[src/hw/rtl/dsce_pkg.sv]
// shared types and constants for the decimal seconds clock editor
// no dependencies; imported by dsce_conv and decimal_seconds_clock_editor
package dsce_pkg;

  // number of decimal digits kept, digit 0 most significant
  localparam int DIGIT_COUNT = 10;
  localparam int BCD_W       = 4 * DIGIT_COUNT;
  localparam int SEC_W       = 32;

  // selector code meaning no digit selected
  localparam logic [3:0] SEL_NONE  = 4'd10;
  localparam logic [3:0] DIGIT_MAX = 4'd9;

  // operation codes on the input word
  localparam logic [2:0] OP_EDGE   = 3'd0;
  localparam logic [2:0] OP_SELECT = 3'd1;
  localparam logic [2:0] OP_UP     = 3'd2;
  localparam logic [2:0] OP_DONE   = 3'd3;
  localparam logic [2:0] OP_LOAD   = 3'd4;

  typedef enum logic [1:0] {
    MODE_DISPLAY = 2'd0,
    MODE_EDIT    = 2'd1,
    MODE_WRITING = 2'd2
  } mode_t;

  // command to the conversion unit
  typedef struct packed {
    logic start;
    logic fold;
  } conv_cmd_t;

  // status back from the conversion unit
  typedef struct packed {
    logic busy;
    logic done;
  } conv_stat_t;

endpackage

[src/hw/rtl/dsce_conv.sv]
// iterative binary/decimal conversion unit: shift-add-3 split, times-ten fold
// depends on dsce_pkg
module dsce_conv
  import dsce_pkg::*;
(
  input  logic             clk,
  input  logic             rst,
  input  conv_cmd_t        cmd,
  input  logic [SEC_W-1:0] bin_in,
  input  logic [BCD_W-1:0] bcd_in,
  output conv_stat_t       stat,
  output logic [SEC_W-1:0] bin_out,
  output logic [BCD_W-1:0] bcd_out
);

  localparam int SPLIT_STEPS = SEC_W;
  localparam int STEP_W      = $clog2(SPLIT_STEPS + 1);

  logic              busy;
  logic              done;
  logic              fold;
  logic [STEP_W-1:0] cnt;
  logic [SEC_W-1:0]  bin;
  logic [BCD_W-1:0]  bcd;
  logic [BCD_W-1:0]  bcd_adj;
  logic [SEC_W-1:0]  bin_x10;

  // add three to every nibble of five or more before the shift
  always_comb begin
    for (int i = 0; i < DIGIT_COUNT; i++) begin
      if (bcd[4*i +: 4] >= 4'd5) begin
        bcd_adj[4*i +: 4] = bcd[4*i +: 4] + 4'd3;
      end else begin
        bcd_adj[4*i +: 4] = bcd[4*i +: 4];
      end
    end
  end

  // fold step: acc * 10 + top digit, modulo 2^32
  assign bin_x10 = {bin[SEC_W-4:0], 3'b000} + {bin[SEC_W-2:0], 1'b0}
                 + {{(SEC_W-4){1'b0}}, bcd[BCD_W-1 -: 4]};

  // sequencer
  always_ff @(posedge clk) begin
    if (rst) begin
      busy <= 1'b0;
      done <= 1'b0;
      cnt  <= '0;
      fold <= 1'b0;
    end else begin
      done <= 1'b0;
      if (cmd.start) begin
        busy <= 1'b1;
        fold <= cmd.fold;
        cnt  <= cmd.fold ? STEP_W'(DIGIT_COUNT) : STEP_W'(SPLIT_STEPS);
      end else if (busy) begin
        cnt <= cnt - 1'b1;
        if (cnt == STEP_W'(1)) begin
          busy <= 1'b0;
          done <= 1'b1;
        end
      end
    end
  end

  // shared working registers
  always_ff @(posedge clk) begin
    if (cmd.start) begin
      bin <= cmd.fold ? '0 : bin_in;
      bcd <= cmd.fold ? bcd_in : '0;
    end else if (busy) begin
      if (fold) begin
        bin <= bin_x10;
        bcd <= {bcd[BCD_W-5:0], 4'b0000};
      end else begin
        bcd <= {bcd_adj[BCD_W-2:0], bin[SEC_W-1]};
        bin <= {bin[SEC_W-2:0], 1'b0};
      end
    end
  end

  assign stat.busy = busy;
  assign stat.done = done;
  assign bin_out   = bin;
  assign bcd_out   = bcd;

endmodule

[src/hw/rtl/decimal_seconds_clock_editor.sv]
// top level of the decimal seconds clock editor: mode sequencer, digit store
// depends on dsce_pkg and dsce_conv
//
// channel   direction  handshake             payload
// input     in         in_valid / in_stall   operation, selected_digit, load_value
// output    out        out_valid / out_stall mode, digits_bcd, seconds_value,
//                                            commit_valid, commit_seconds
// config    in         cfg_we                cfg_wdata (earliest_time)
//
// a counting edge or load runs 32 shift-add-3 steps in dsce_conv
// a commit runs 10 times-ten fold steps in dsce_conv
// other words skip the converter; one word at a time, in_stall high while busy
// a stalled output holds the finished word and the next one waits behind it
// rst is synchronous: count, digits, mode, phase and earliest_time clear
module decimal_seconds_clock_editor
  import dsce_pkg::*;
(
  input  logic             clk,
  input  logic             rst,
  input  logic             cfg_we,
  input  logic [SEC_W-1:0] cfg_wdata,
  input  logic             in_valid,
  output logic             in_stall,
  input  logic [2:0]       operation,
  input  logic [3:0]       selected_digit,
  input  logic [SEC_W-1:0] load_value,
  output logic             out_valid,
  input  logic             out_stall,
  output logic [1:0]       mode,
  output logic [BCD_W-1:0] digits_bcd,
  output logic [SEC_W-1:0] seconds_value,
  output logic             commit_valid,
  output logic [SEC_W-1:0] commit_seconds
);

  typedef enum logic [1:0] {
    S_IDLE,
    S_SPLIT,
    S_FOLD,
    S_PUBLISH
  } state_t;

  state_t           state;
  mode_t            clock_mode;
  logic             edge_phase;
  logic [SEC_W-1:0] earliest_time;
  logic [SEC_W-1:0] seconds_count;
  logic [3:0]       digit [DIGIT_COUNT];
  logic             commit_pending;
  logic [SEC_W-1:0] commit_val;

  logic             accept;
  logic             publish;
  logic             out_free;
  logic [SEC_W-1:0] count_next;
  logic [BCD_W-1:0] digits_packed;
  conv_cmd_t        conv_cmd;
  conv_stat_t       conv_stat;
  logic [SEC_W-1:0] conv_bin;
  logic [BCD_W-1:0] conv_bcd;

  assign in_stall = (state != S_IDLE);
  assign accept   = in_valid && !in_stall;
  assign out_free = !out_valid || !out_stall;
  assign publish  = (state == S_PUBLISH) && out_free;

  // pack the digit store, digit 0 in the top nibble
  always_comb begin
    for (int i = 0; i < DIGIT_COUNT; i++) begin
      digits_packed[4*(DIGIT_COUNT-1-i) +: 4] = digit[i];
    end
  end

  // new count and conversion request for the accepted word
  always_comb begin
    conv_cmd   = '0;
    count_next = seconds_count;
    if (accept) begin
      unique case (operation)
        OP_EDGE: begin
          count_next = seconds_count + 1'b1;
          conv_cmd.start = !edge_phase && (clock_mode == MODE_DISPLAY);
        end
        OP_SELECT: begin
          conv_cmd.start = (selected_digit == SEL_NONE) && (clock_mode == MODE_EDIT);
          conv_cmd.fold  = 1'b1;
        end
        OP_LOAD: begin
          count_next = (load_value < earliest_time) ? earliest_time : load_value;
          conv_cmd.start = 1'b1;
        end
        default: begin
          conv_cmd = '0;
        end
      endcase
    end
  end

  dsce_conv u_conv (
    .clk     (clk),
    .rst     (rst),
    .cmd     (conv_cmd),
    .bin_in  (count_next),
    .bcd_in  (digits_packed),
    .stat    (conv_stat),
    .bin_out (conv_bin),
    .bcd_out (conv_bcd)
  );

  // configuration register
  always_ff @(posedge clk) begin
    if (rst) begin
      earliest_time <= '0;
    end else if (cfg_we) begin
      earliest_time <= cfg_wdata;
    end
  end

  // sequencer, clock state and output word
  always_ff @(posedge clk) begin
    if (rst) begin
      state          <= S_IDLE;
      clock_mode     <= MODE_DISPLAY;
      edge_phase     <= 1'b0;
      seconds_count  <= '0;
      commit_pending <= 1'b0;
      out_valid      <= 1'b0;
      for (int i = 0; i < DIGIT_COUNT; i++) begin
        digit[i] <= '0;
      end
    end else begin
      if (out_valid && !out_stall && !publish) begin
        out_valid <= 1'b0;
      end
      unique case (state)
        S_IDLE: begin
          if (accept) begin
            commit_pending <= conv_cmd.start && conv_cmd.fold;
            commit_val     <= '0;
            // split or fold when the word needs the converter, else straight out
            if (conv_cmd.start) begin
              state <= conv_cmd.fold ? S_FOLD : S_SPLIT;
            end else begin
              state <= S_PUBLISH;
            end
            unique case (operation)
              OP_EDGE: begin
                edge_phase <= !edge_phase;
                if (conv_cmd.start) begin
                  seconds_count <= count_next;
                end
              end
              OP_SELECT: begin
                if (selected_digit != SEL_NONE) begin
                  if (clock_mode != MODE_WRITING) begin
                    clock_mode <= MODE_EDIT;
                  end
                end else if (clock_mode == MODE_EDIT) begin
                  clock_mode <= MODE_WRITING;
                end
              end
              OP_UP: begin
                if (clock_mode != MODE_WRITING) begin
                  if (selected_digit < SEL_NONE) begin
                    digit[selected_digit] <= (digit[selected_digit] >= DIGIT_MAX) ?
                                             4'd0 : digit[selected_digit] + 4'd1;
                  end
                  clock_mode <= MODE_EDIT;
                end
              end
              OP_DONE: begin
                if (clock_mode == MODE_WRITING) begin
                  clock_mode <= MODE_DISPLAY;
                end
              end
              OP_LOAD: begin
                seconds_count <= count_next;
              end
              default: begin
              end
            endcase
          end
        end
        S_SPLIT: begin
          if (conv_stat.done) begin
            for (int i = 0; i < DIGIT_COUNT; i++) begin
              digit[i] <= conv_bcd[4*(DIGIT_COUNT-1-i) +: 4];
            end
            state <= S_PUBLISH;
          end
        end
        S_FOLD: begin
          if (conv_stat.done) begin
            seconds_count <= conv_bin;
            commit_val    <= conv_bin;
            state         <= S_PUBLISH;
          end
        end
        S_PUBLISH: begin
          if (out_free) begin
            out_valid      <= 1'b1;
            mode           <= clock_mode;
            digits_bcd     <= digits_packed;
            seconds_value  <= seconds_count;
            commit_valid   <= commit_pending;
            commit_seconds <= commit_val;
            state          <= S_IDLE;
          end
        end
        default: begin
          state <= S_IDLE;
        end
      endcase
    end
  end

`ifndef SYNTHESIS
  // a commit is only ever reported together with writing mode
  assert property (@(posedge clk) disable iff (rst)
    (out_valid && commit_valid) |-> (mode == MODE_WRITING))
    else $error("commit reported outside writing mode");

  // conversion finishes only while the sequencer waits for it
  assert property (@(posedge clk) disable iff (rst)
    conv_stat.done |-> (state == S_SPLIT || state == S_FOLD))
    else $error("conversion done with no conversion pending");

  // an accepted word blocks the input on the next cycle
  assert property (@(posedge clk) disable iff (rst)
    accept |=> in_stall)
    else $error("input not stalled after accepting a word");

  // publishing always presents a word
  assert property (@(posedge clk) disable iff (rst)
    publish |=> out_valid)
    else $error("published word not valid");

  // conversion unit is idle whenever the sequencer is idle
  assert property (@(posedge clk) disable iff (rst)
    (state == S_IDLE) |-> !conv_stat.busy)
    else $error("conversion running while sequencer idle");
`endif

endmodule
[config.mk]
export PLATFORM = sky130hd
export DESIGN_NAME = decimal_seconds_clock_editor
export DESIGN_NICKNAME = d
export VERILOG_FILES = /design/src/hw/rtl/dsce_pkg.sv /design/src/hw/rtl/dsce_conv.sv /design/src/hw/rtl/decimal_seconds_clock_editor.sv
export SDC_FILE = /design/constraint.sdc
export NUM_CORES = 1
export LEC_CHECK = 0
export BUFFER_PORTS_ARGS = -buffer_cell sky130_fd_sc_hd__buf_2
export CAP_MARGIN = 20
export CORE_MARGIN = 3
export CORE_UTILIZATION = 59
export DETAILED_ROUTE_END_ITERATION = 7
export GPL_ROUTABILITY_DRIVEN = 0
export PLACE_DENSITY_LB_ADDON = 0.1
export SLEW_MARGIN = 20
export SYNTH_ARGS = -nofsm -noshare
export SYNTH_HDL_FRONTEND = slang
export SYNTH_SLANG_ARGS = --single-unit
[constraint.sdc]
create_clock -name clk -period 24.9 [get_ports clk]
set_input_delay 2.49 -clock clk [delete_from_list [all_inputs] [get_ports clk]]
set_output_delay 2.49 -clock clk [all_outputs]
set_load 0.01 [all_outputs]
# Yosys cells after proc, flatten, opt, wreduce, memory -nomap -nowiden
# Memory sizes are Yosys's and may differ from the RTL's.
# Index checks and enable logic that the tools add are counted.
# word_totals
ram_bits,40
output_inout_bits,109
register_bits,291
word_cells,190
memories,1
inputBits,76
# op_classes
addsub,15
eq_ne,21
n_bitwise,12
reduce_logical,30
mux,79
n_lt_le_gt_ge,13
# mem_list
memory,words,word_bits,rd,rd_ports_with_merged_regs,write_ports,line,source
digit,10,4,11,0,10,decimal_seconds_clock_editor.sv:48,logic [3:0] digit [DIGIT_COUNT];
# ops
cell,n
two-way mux 32 bit,10
case mux 32 bit (2 select lines),4
two-way mux 40 bit,4
two-way mux 4 bit,22
greater-or-equal comparator 4 x 3 -> 1 bit (second input constant),10
adder 4 x 2 -> 4 bit (second input constant),9
adder 32 x 1 -> 32 bit (second input constant),1
adder 32 bit,1
adder 32 x 4 -> 32 bit,1
< comparator 32 bit,1
two-way mux 1 bit,22
two-way mux 2 bit,10
two-way mux 6 bit,3
case mux 2 bit (3 select lines),2
bitwise OR 1 bit,10
AND reduction 5 bit,2
!= test 3 bit (second input constant),3
AND reduction 3 bit,3
!= test 2 bit (second input constant),4
logical AND 1 bit,7
== test 2 bit (second input constant),3
== test 3 x 2 -> 1 bit (second input constant),2
== test 6 x 1 -> 1 bit (second input constant),1
nonzero test 2 bit,3
other kinds (24),32

# Longest topological paths before layout
# Gate-level depths: netlist of run 1.
# logic_depth
ltp_word,10
ltp_mapped,13

# Modules after synthesis
# From an unflattened synthesis of run 1, not the netlist that was laid out.
# hier_totals
hier_cells,2011
area_unflattened_um2,20404.6
# modules_own_cells
mod,instances,seq_area_each_um2,cells_each,area_each_um2
decimal_seconds_clock_editor,1,7517.2,1221,13510.5
dsce_conv,1,2342.2,790,6894.1

# Worst setup path before layout of run 1
# No wires, ideal clock.
# synth_timing
kind,input to register
start,input port rst
end,register commit_seconds[0] (enable)
t_required_ns,24.169
setup_slack_ns,13.245
t_arrival_ns,10.923
stages,4
setup_time_ns,0.731
path_cell_list,clkbuf_1 > clkbuf_1 > buf_1 > a211oi_1
# synth_via
elab_chain_len,2
# synth_lines
element,line,source
start: declaration,decimal_seconds_clock_editor.sv:19,"input logic rst,"
NOT 1 bit (no line),--,
AND reduction 3 bit (no line),--,
end signal: assignment,decimal_seconds_clock_editor.sv:206,commit_seconds <= commit_val;
end: declaration,decimal_seconds_clock_editor.sv:33,output logic [SEC_W-1:0] commit_seconds
# Every way passes these cells.
# A chain may end at the register's enable or synchronous reset.

# Final worst setup path of run 1
# layout_timing
start,input port selected_digit[1]
end,register seconds_count[16]
# layout_via
elab_chain_len,6
# layout_lines
element,line,source
start: declaration,decimal_seconds_clock_editor.sv:25,"input logic [3:0] selected_digit,"
== test 4 bit,decimal_seconds_clock_editor.sv:85,conv_cmd.start = (selected_digit == SEL_NONE) && (clock_mode == MODE_EDIT);
logical AND 1 bit,decimal_seconds_clock_editor.sv:85,
case mux 1 bit (3 select lines),decimal_seconds_clock_editor.sv:79,unique case (operation)
two-way mux 2 bit,decimal_seconds_clock_editor.sv:78,if (accept) begin
!= test 3 bit (no line),--,
AND reduction 5 bit (no line),--,
end signal: assignment,decimal_seconds_clock_editor.sv:150,seconds_count <= count_next;
end signal: assignment,decimal_seconds_clock_editor.sv:177,seconds_count <= count_next;
end signal: assignment,decimal_seconds_clock_editor.sv:194,seconds_count <= conv_bin;
end: declaration,decimal_seconds_clock_editor.sv:47,logic [SEC_W-1:0] seconds_count;
# Every way passes these cells.

==> results of run 1 <==
[cells by family (layout without fill, tap and decap cells)]
logic type	count (synthesis)	after routing
simple gates	562	562
compound gates	496	496
flops	355	355
buf+inv	177	361
fa+ha+maj	121	121
mux	95	95
xor+xnor	53	53
other cells	1	26
[placed cells by master (no fill, tap or decap), types with 13 or more instances in the layout]
master     synthesis  routed
a21oi_1          148     148
or3_1             13      13
nand2_1          162     162
nor3_1            28      27
and2_1            28      28
ha_1             119     119
a211oi_1          19      18
edfxtp_1         275     275
mux2i_1           55      55
inv_1             83      83
a31oi_1           23      23
conb_1             1      24
dfxtp_1           80      79
xor2_1            19      19
nor2_1           179     178
buf_2              6     184
clkbuf_16          0      41
a21o_1            27      27
xnor2_1           34      34
mux2_2            20      20
nand2b_1          21      21
nand3_1           72      71
o21ai_0          158     158
mux4_2            20      20
buf_4              2      19
[cell usage after synthesis (8+ instances only)]
cell type / number
edfxtp_1: 275
xnor2_1: 34
o22ai_1: 9
o221ai_1: 9
xor2_1: 19
o211ai_1: 11
mux2i_1: 55
o31ai_1: 9
mux2_2: 20
buf_1: 13
dfxtp_1: 80
and3_1: 8
nand3_1: 72
nor2_1: 179
nor2b_1: 12
nor3_1: 28
o21ai_0: 158
clkbuf_1: 70
and2_1: 28
nand4_1: 11
nand2b_1: 21
a211o_1: 9
ha_1: 119
nand2_1: 162
inv_1: 83
a22o_1: 9
a21o_1: 27
or3_1: 13
a211oi_1: 19
a21oi_1: 148
mux4_2: 20
a31oi_1: 23
[layout make-up]
type	count	area, um^2	area share [%]
sequential	355	9861	44.41
multi-input combinational	1351	8987	40.48
timing repair buffer	205	1119	5.038
clock buffer	43	1033	4.655
tap	435	544.3	2.451
clock inverter	29	339.1	1.527
inverter	84	315.3	1.420
antenna	2	5.005	0.02254
[power breakdown]
part	internal (mW)	switching, mW	total (mW)	leakage [nW]
clock	0.375	0.242	0.617	0.662
sequential	0.739	0.0648	0.803	3.26
combinational	0.181	0.311	0.492	4.62
total	1.29	0.618	1.91	8.55
[metal layers]
layer | track usage [%] | up-vias
met2 | 43.04 | 830
met4 | 6.979 | 4
met1 | 41.93 | 7452
li1 | - | 7230
met3 | 8.583 | 99
met5 | 0 | -
[sequential cells by signal (all words and copies together) (netlist names)]
signal and cells:
u_conv.cnt 6, out_valid 1, digit 64, edge_phase 1, u_conv.bin_out 32, digits_bcd 40, commit_pending 1, clock_mode 2
commit_seconds 32, earliest_time 32, commit_valid 1, state 2, u_conv.done 1, commit_val 32, u_conv.fold 1, mode 2
u_conv.bcd_out 40, u_conv.busy 1, seconds_value 32, seconds_count 32
[through the flow]
step	util (%)	hold slack, ps	std cells	setup slack [ps]
2_1_floorplan	-	400.3	1883	13250
3_3_place_gp	64.99	401.9	2428	18670
3_5_place_dp	65.07	404.5	2429	18610
4_1_cts	69.37	414.3	2501	19160
5_1_grt	69.47	419.6	2504	18850
6_report	69.47	408.6	2504	19050
[critical path, delay by kind of cell]
kind	cells	cell delay (ps)
AND/OR/NAND/NOR	4	1250
AO/OA/AOI/OAI	5	1710
buffers and inverters	2	760
[worst min path at each step]
| stage | end | depth (start not counted) | slack, ps | from |
|---|---|---|---|---|
| 6_report | commit_seconds[10] | 0 | 410 | commit_val[10] |
| 5_1_grt | commit_seconds[10] | 0 | 420 | commit_val[10] |
| 4_1_cts | commit_seconds[10] | 0 | 410 | commit_val[10] |
| 3_5_place_dp | commit_seconds[23] | 0 | 400 | commit_val[23] |
| 3_3_place_gp | commit_seconds[25] | 0 | 400 | commit_val[25] |
| 2_1_floorplan | commit_seconds[0] | 0 | 400 | commit_val[0] |
==> run_results.csv, run 1 <==
group,metric,value,unit
placement,hpwl,36.40,mm
critical_path,rrSetupSlack,20730,ps
route,totalWireLength,51.83,mm
final_layout,fill_cells,2372,
floorplanning,fp.dieH,187.3,um
floorplanning,die_area,35070,um^2
synthesis,yosys.area_share.xor_xnor,2.394,%
critical_path,slowest_stage,"a21oi_4",
grt,grt_pass1_wl,80.76,mm
synthesis,synth_mux_area_share,6.325,%
timing,final_max_slew_viol_count,0,
critical_path,critPathLaunch,"selected_digit[1]",
clock_network,cts_buffers,40,
timing,rsz0062_at_grt,"no",
flow_run,maxCapViolCount,0,
route,ant_nets,0,
critical_path,endpoint_kind,"flop",
clock_network,postCtsHoldBufs,0,
critical_path,cp_max_fo,46,
route,drcViolationCount,0,
synthesis,yosysUniqueCellTypes,71,
clock_network,clock-root-buffer,"clkbuf_16",
final_layout,fin_area,22200,um^2
power_and_ir_drop,power_density,86.12,nW/um^2
critical_path,worstPathArrival,6240,ps
route,firstDrtPassIters,6,
timing,fin_crit_sh,23.48,%
synthesis,synth_area_leaders,"edfxtp_1, dfxtp_1, ha_1, o21ai_0, a21oi_1",
synthesis,synth_edf_count,275,
grt,grt_use_total,28.92,%
final_layout,syn_to_final_growth,14.53,%
grt,grt_antenna_before_repair,4,
hold_path,worstHoldPathType,"flop to flop",
synthesis,syn_inst,1860,
clock_network,clock_sinks,355,
critical_path,crit_path_start_kind,"primary input",
route,drt_iter0_drc,2011,
timing,fmax,171.1,MHz
final_layout,drive_above_1_share,15.67,%
synthesis,seq_area_frac_synth,50.86,%
floorplanning,die_x,187.3,um
synthesis,ys.warnings.count,0,
floorplanning,coreArea,31960,um^2
power_and_ir_drop,leakagePower,8.546,nW
synthesis,synth_compound_area_share,15.64,%
floorplanning,initial_utilization,60.66,%
route,wl_met3,6.378,mm
route,wl_met1,22.08,mm
route,wl_per_cell,20.70,um
timing,setup_viol,0,
grt,grt_max_degree,74,
status,status,"finished clean",
synthesis,yosys.area_share.simple,13.30,%
clock_network,clk_pin_slew,60,ps
critical_path,timing_worst_setup_path_type,"primary input to flop",
synthesis,syn_area_per_cell,10.42,um^2
placement,placed_area,20800,um^2
clock_network,cts-resized-gates,0,
grt,grt_pass1_vias,14580,
timing,skew,16.75,ps
floorplanning,num_rows,65,
clock_network,post-cts-setup-buffers,0,
synthesis,async_flop_share,0,%
synthesis,yosysTopAreaCell,"edfxtp_1",
timing,worst_pin_slew,1004,ps
critical_path,crit_chain,"buf_2 -> nand4bb_1 -> or4b_4 -> a211oi_2 -> o21ai_4 -> buf_4 -> a21oi_4 -> nor2_1 -> o21ai_0 -> o211a_1 -> nor3_1",
synthesis,ys_ff_latch,355,
placement,port_buffers,184,
timing,max_slew_margin,32.95,%
synthesis,syn_area,19390,um^2
clock_network,cts_max_path_buffers,3,
route,highest_layer,"met5",
grt,overflow,0,
critical_path,rr_endpoint,"u_conv.bin_out[30]",
power_and_ir_drop,totalPowerFinal,1.912,mW
clock_network,clk_latency,540,ps
route,wl_met2,22.25,mm
critical_path,endpoint,"seconds_count[16]",
critical_path,r2r_start,"u_conv.bin_out[0]",
timing,hold_violations,0,
power_and_ir_drop,ir_drop,0.00006351,V
clock_network,cts_tree,"yes",
final_layout,nets,2234,
synthesis,synth_top_area_share,42.59,%
route,via_per_inst,6.236,
critical_path,required,25290,ps
synthesis,yosys.area_share.adder,7.886,%
synthesis,synth_top_family_by_area,"compound AO/OA/AOI/OAI gates",
critical_path,slowest_delay,870,ps
timing,fin_tns_setup,0,ps
critical_path,reg2regPathDepth,12,
floorplanning,io_pins,185,
timing,fin_crit,5845,ps
route,vias,15620,
synthesis,synthFlopType,"edfxtp_1",
clock_network,htree_levels,2,
Power figures use the tool's default switching activity.
==> inputs of run 2 (changes only) <==
- ABC_AREA: default -> 1
- clock period: 24.9 -> 5.75 ns (I/O delays scaled with it)
==> run_results.csv, run 2 <==
group,metric,value,unit
critical_path,rr_endpoint,"u_conv.bcd_out[10]",
floorplanning,die_area,36270,um^2
timing,fin_tns_setup,0,ps
route,ant_nets,0,
grt,grt_max_degree,68,
critical_path,critPathLaunch,"state[0]",
route,highest_layer,"met4",
timing,timing.hold.ws,301.6,ps
placement,hpwl,41.09,mm
critical_path,cp_max_fo,30,
timing,fmax,269.0,MHz
final_layout,final_common_cell,"nand2_1",
placement,dp_cells,2831,
power_and_ir_drop,clkPwrFrac,31.1,%
route,totalWireLength,55.93,mm
synthesis,synth_area_leaders,"edfxtp_1, nand2_1, dfxtp_1, ha_1, o21ai_0",
clock_network,cts_max_path_buffers,3,
clock_network,clock_sinks,355,
final_layout,largest_reg_flops,64,
route,wl_met3,4.163,mm
status,status,"finished clean",
route,via_per_inst,5.991,
route,firstDrtPassIters,8,
clock_network,clock-root-buffer,"clkbuf_16",
critical_path,cp.buffers_inverters,4,
route,drcViolationCount,0,
timing,fin_crit,3717,ps
final_layout,mostFrequentLayoutCells,"nand2_1, edfxtp_1, inv_1",
final_layout,fin_cells,2899,
grt,grt_antenna_before_repair,0,
clock_network,htree_levels,2,
final_layout,antenna_cells,0,
timing,skew,18.47,ps
clock_network,cts_tree,"yes",
timing,max_slew_margin,28.80,%
route,drt_iter0_drc,1968,
final_layout,regMostFlops,"digit",
power_and_ir_drop,comb_power_share,26.0,%
timing,fin_crit_sh,64.65,%
floorplanning,io_pins,185,
critical_path,required,6080,ps
clock_network,post-cts-setup-buffers,0,
clock_network,postCtsHoldBufs,0,
critical_path,r2r_start,"state[0]",
critical_path,rrSetupSlack,2030,ps
synthesis,synth_common_cells,"nand2_1, edfxtp_1, inv_1",
critical_path,endpoint_kind,"flop",
route,wl_met2,26.56,mm
power_and_ir_drop,power_density,365.7,nW/um^2
clock_network,cts-resized-gates,0,
clock_network,clk_latency,540,ps
timing,hold_violations,0,
critical_path,slowest_delay,640,ps
floorplanning,num_rows,66,
hold_path,min-delay-start,"out_stall",
synthesis,async_flop_share,0,%
power_and_ir_drop,power_switching,2.826,mW
timing,final_max_slew_viol_count,0,
grt,grt_pass1_vias,16900,
clock_network,cts_buffers,39,
final_layout,syn_to_final_growth,13.02,%
hold_path,holdPathEnd,"out_valid",
critical_path,worstPathArrival,4050,ps
critical_path,crit_path_start_kind,"flop",
timing,worst_pin_slew,1061,ps
critical_path,crit_chain,"inv_1 -> ha_1 -> nand2_2 -> clkinv_1 -> nand2_2 -> inv_2 -> nor2_1 -> clkinv_1 -> o221ai_1",
synthesis,yosysMostFrequentCell,"nand2_1",
synthesis,syn_area_per_cell,8.938,um^2
floorplanning,initial_utilization,60.77,%
critical_path,reg2regPathDepth,9,
critical_path,slowest_stage,"nand2_2",
synthesis,yosysTopAreaCell,"edfxtp_1",
route,wl_per_cell,19.29,um
grt,grt_pass1_wl,88.07,mm
final_layout,nets,2627,
critical_path,timing_worst_setup_path_type,"flop to flop",
critical_path,path_delay_family,"buffers and inverters",
power_and_ir_drop,sequentialPowerShare,42.9,%
floorplanning,die_x,190.5,um
floorplanning,fp.dieH,190.5,um
power_and_ir_drop,p_int,5.470,mW
synthesis,yosysUniqueCellTypes,63,
synthesis,syn_area,20070,um^2
hold_path,worstHoldPathType,"primary input to flop",
hold_path,hold_depth,3,
timing,setup_viol,0,
synthesis,seq_area_frac_synth,49.11,%
route,vias,17370,
final_layout,fill_cells,2700,
synthesis,synthFlopType,"edfxtp_1",
flow_run,maxCapViolCount,0,
grt,overflow,0,
power_and_ir_drop,ir_drop,0.0002868,V
grt,grt_use_total,30.58,%
floorplanning,coreArea,33030,um^2
power_and_ir_drop,leakagePower,9.553,nW
power_and_ir_drop,netSwitchingFraction,34.07,%
synthesis,synth_edf_count,275,
synthesis,synth_top_area_share,41.14,%
timing,rsz0062_at_grt,"no",
synthesis,ys.warnings.count,0,
synthesis,syn_inst,2246,
final_layout,drive_above_1_share,15.02,%
route,wl_met1,21.92,mm
synthesis,ys_ff_latch,355,
clock_network,clk_pin_slew,60,ps
placement,port_buffers,184,
## run 2: power groups by stage
stage	Clock, mW	Combinational [mW]	Sequential, mW
floorplan	0	1.60	3.47
global placement	0	2.05	3.59
detailed placement	0	2.11	3.59
CTS	2.60	2.13	3.54
global route	2.72	2.41	3.59
finish	2.58	2.16	3.56
## run 2: through the flow
stage / power [mW] / worst slack (ps) / util (%) / instance area (um^2)
floorplan: 5.067 / 123.9 / - / 20170
global placement: 5.635 / 2078 / 64.67 / 21360
detailed placement: 5.707 / 2010 / 64.67 / 21360
CTS: 8.275 / 2103 / 68.69 / 22690
global route: 8.717 / 1770 / 68.69 / 22690
finish: 8.296 / 2033 / 68.69 / 22690
## run 2: cell type report
cell class,count,area (um^2),share of cell area [%]
clock buffers,49,1106,4.875
well taps,442,553.0,2.438
repair buffers,202,1056,4.654
flip-flops and latches,355,9859,43.46
inverters,263,991.0,4.368
multi-input cells,1569,8904,39.24
clock inverters,19,219.0,0.9651
## run 2: worst min-delay path: stages
cell,delay [ps]
buf_2,90
nand2_1,60
a21oi_1,60
## run 2: per-layer routing
metal | up-vias | GRT usage [%]
li1 | 8159 | -
met1 | 8078 | 38.72
met2 | 891 | 51.54
met3 | 240 | 3.768
met4 | 0 | 16.29
met5 | - | 0
## run 2: kinds of logic (layout without fill, tap and decap cells)
family                   after synthesis  count (layout)  share of synthesized area (%)
adder cells (fa/ha/maj)              121             121                          7.617
AND/OR/NAND/NOR                      851             851                          18.70
AO/OA/AOI/OAI                        532             532                          15.71
other                                  1              24                        0.01868
XOR/XNOR                              41              41                          1.789
flip-flops                           355             355                          49.11
buffers and inverters                345             533                          7.043
## run 2: worst max-delay path by stage
| stage | endpoint | slack, ps | depth (start not counted) |
|---|---|---|---|
| 3_5_place_dp | u_conv.bin_out[10] | 2010 | 10 |
| 5_1_grt | u_conv.bcd_out[30] | 1770 | 9 |
| 4_1_cts | u_conv.bcd_out[10] | 2100 | 9 |
| 2_1_floorplan | commit_seconds[0] | 120 | 3 |
| 6_report | u_conv.bcd_out[10] | 2030 | 9 |
| 3_3_place_gp | u_conv.bin_out[8] | 2080 | 10 |
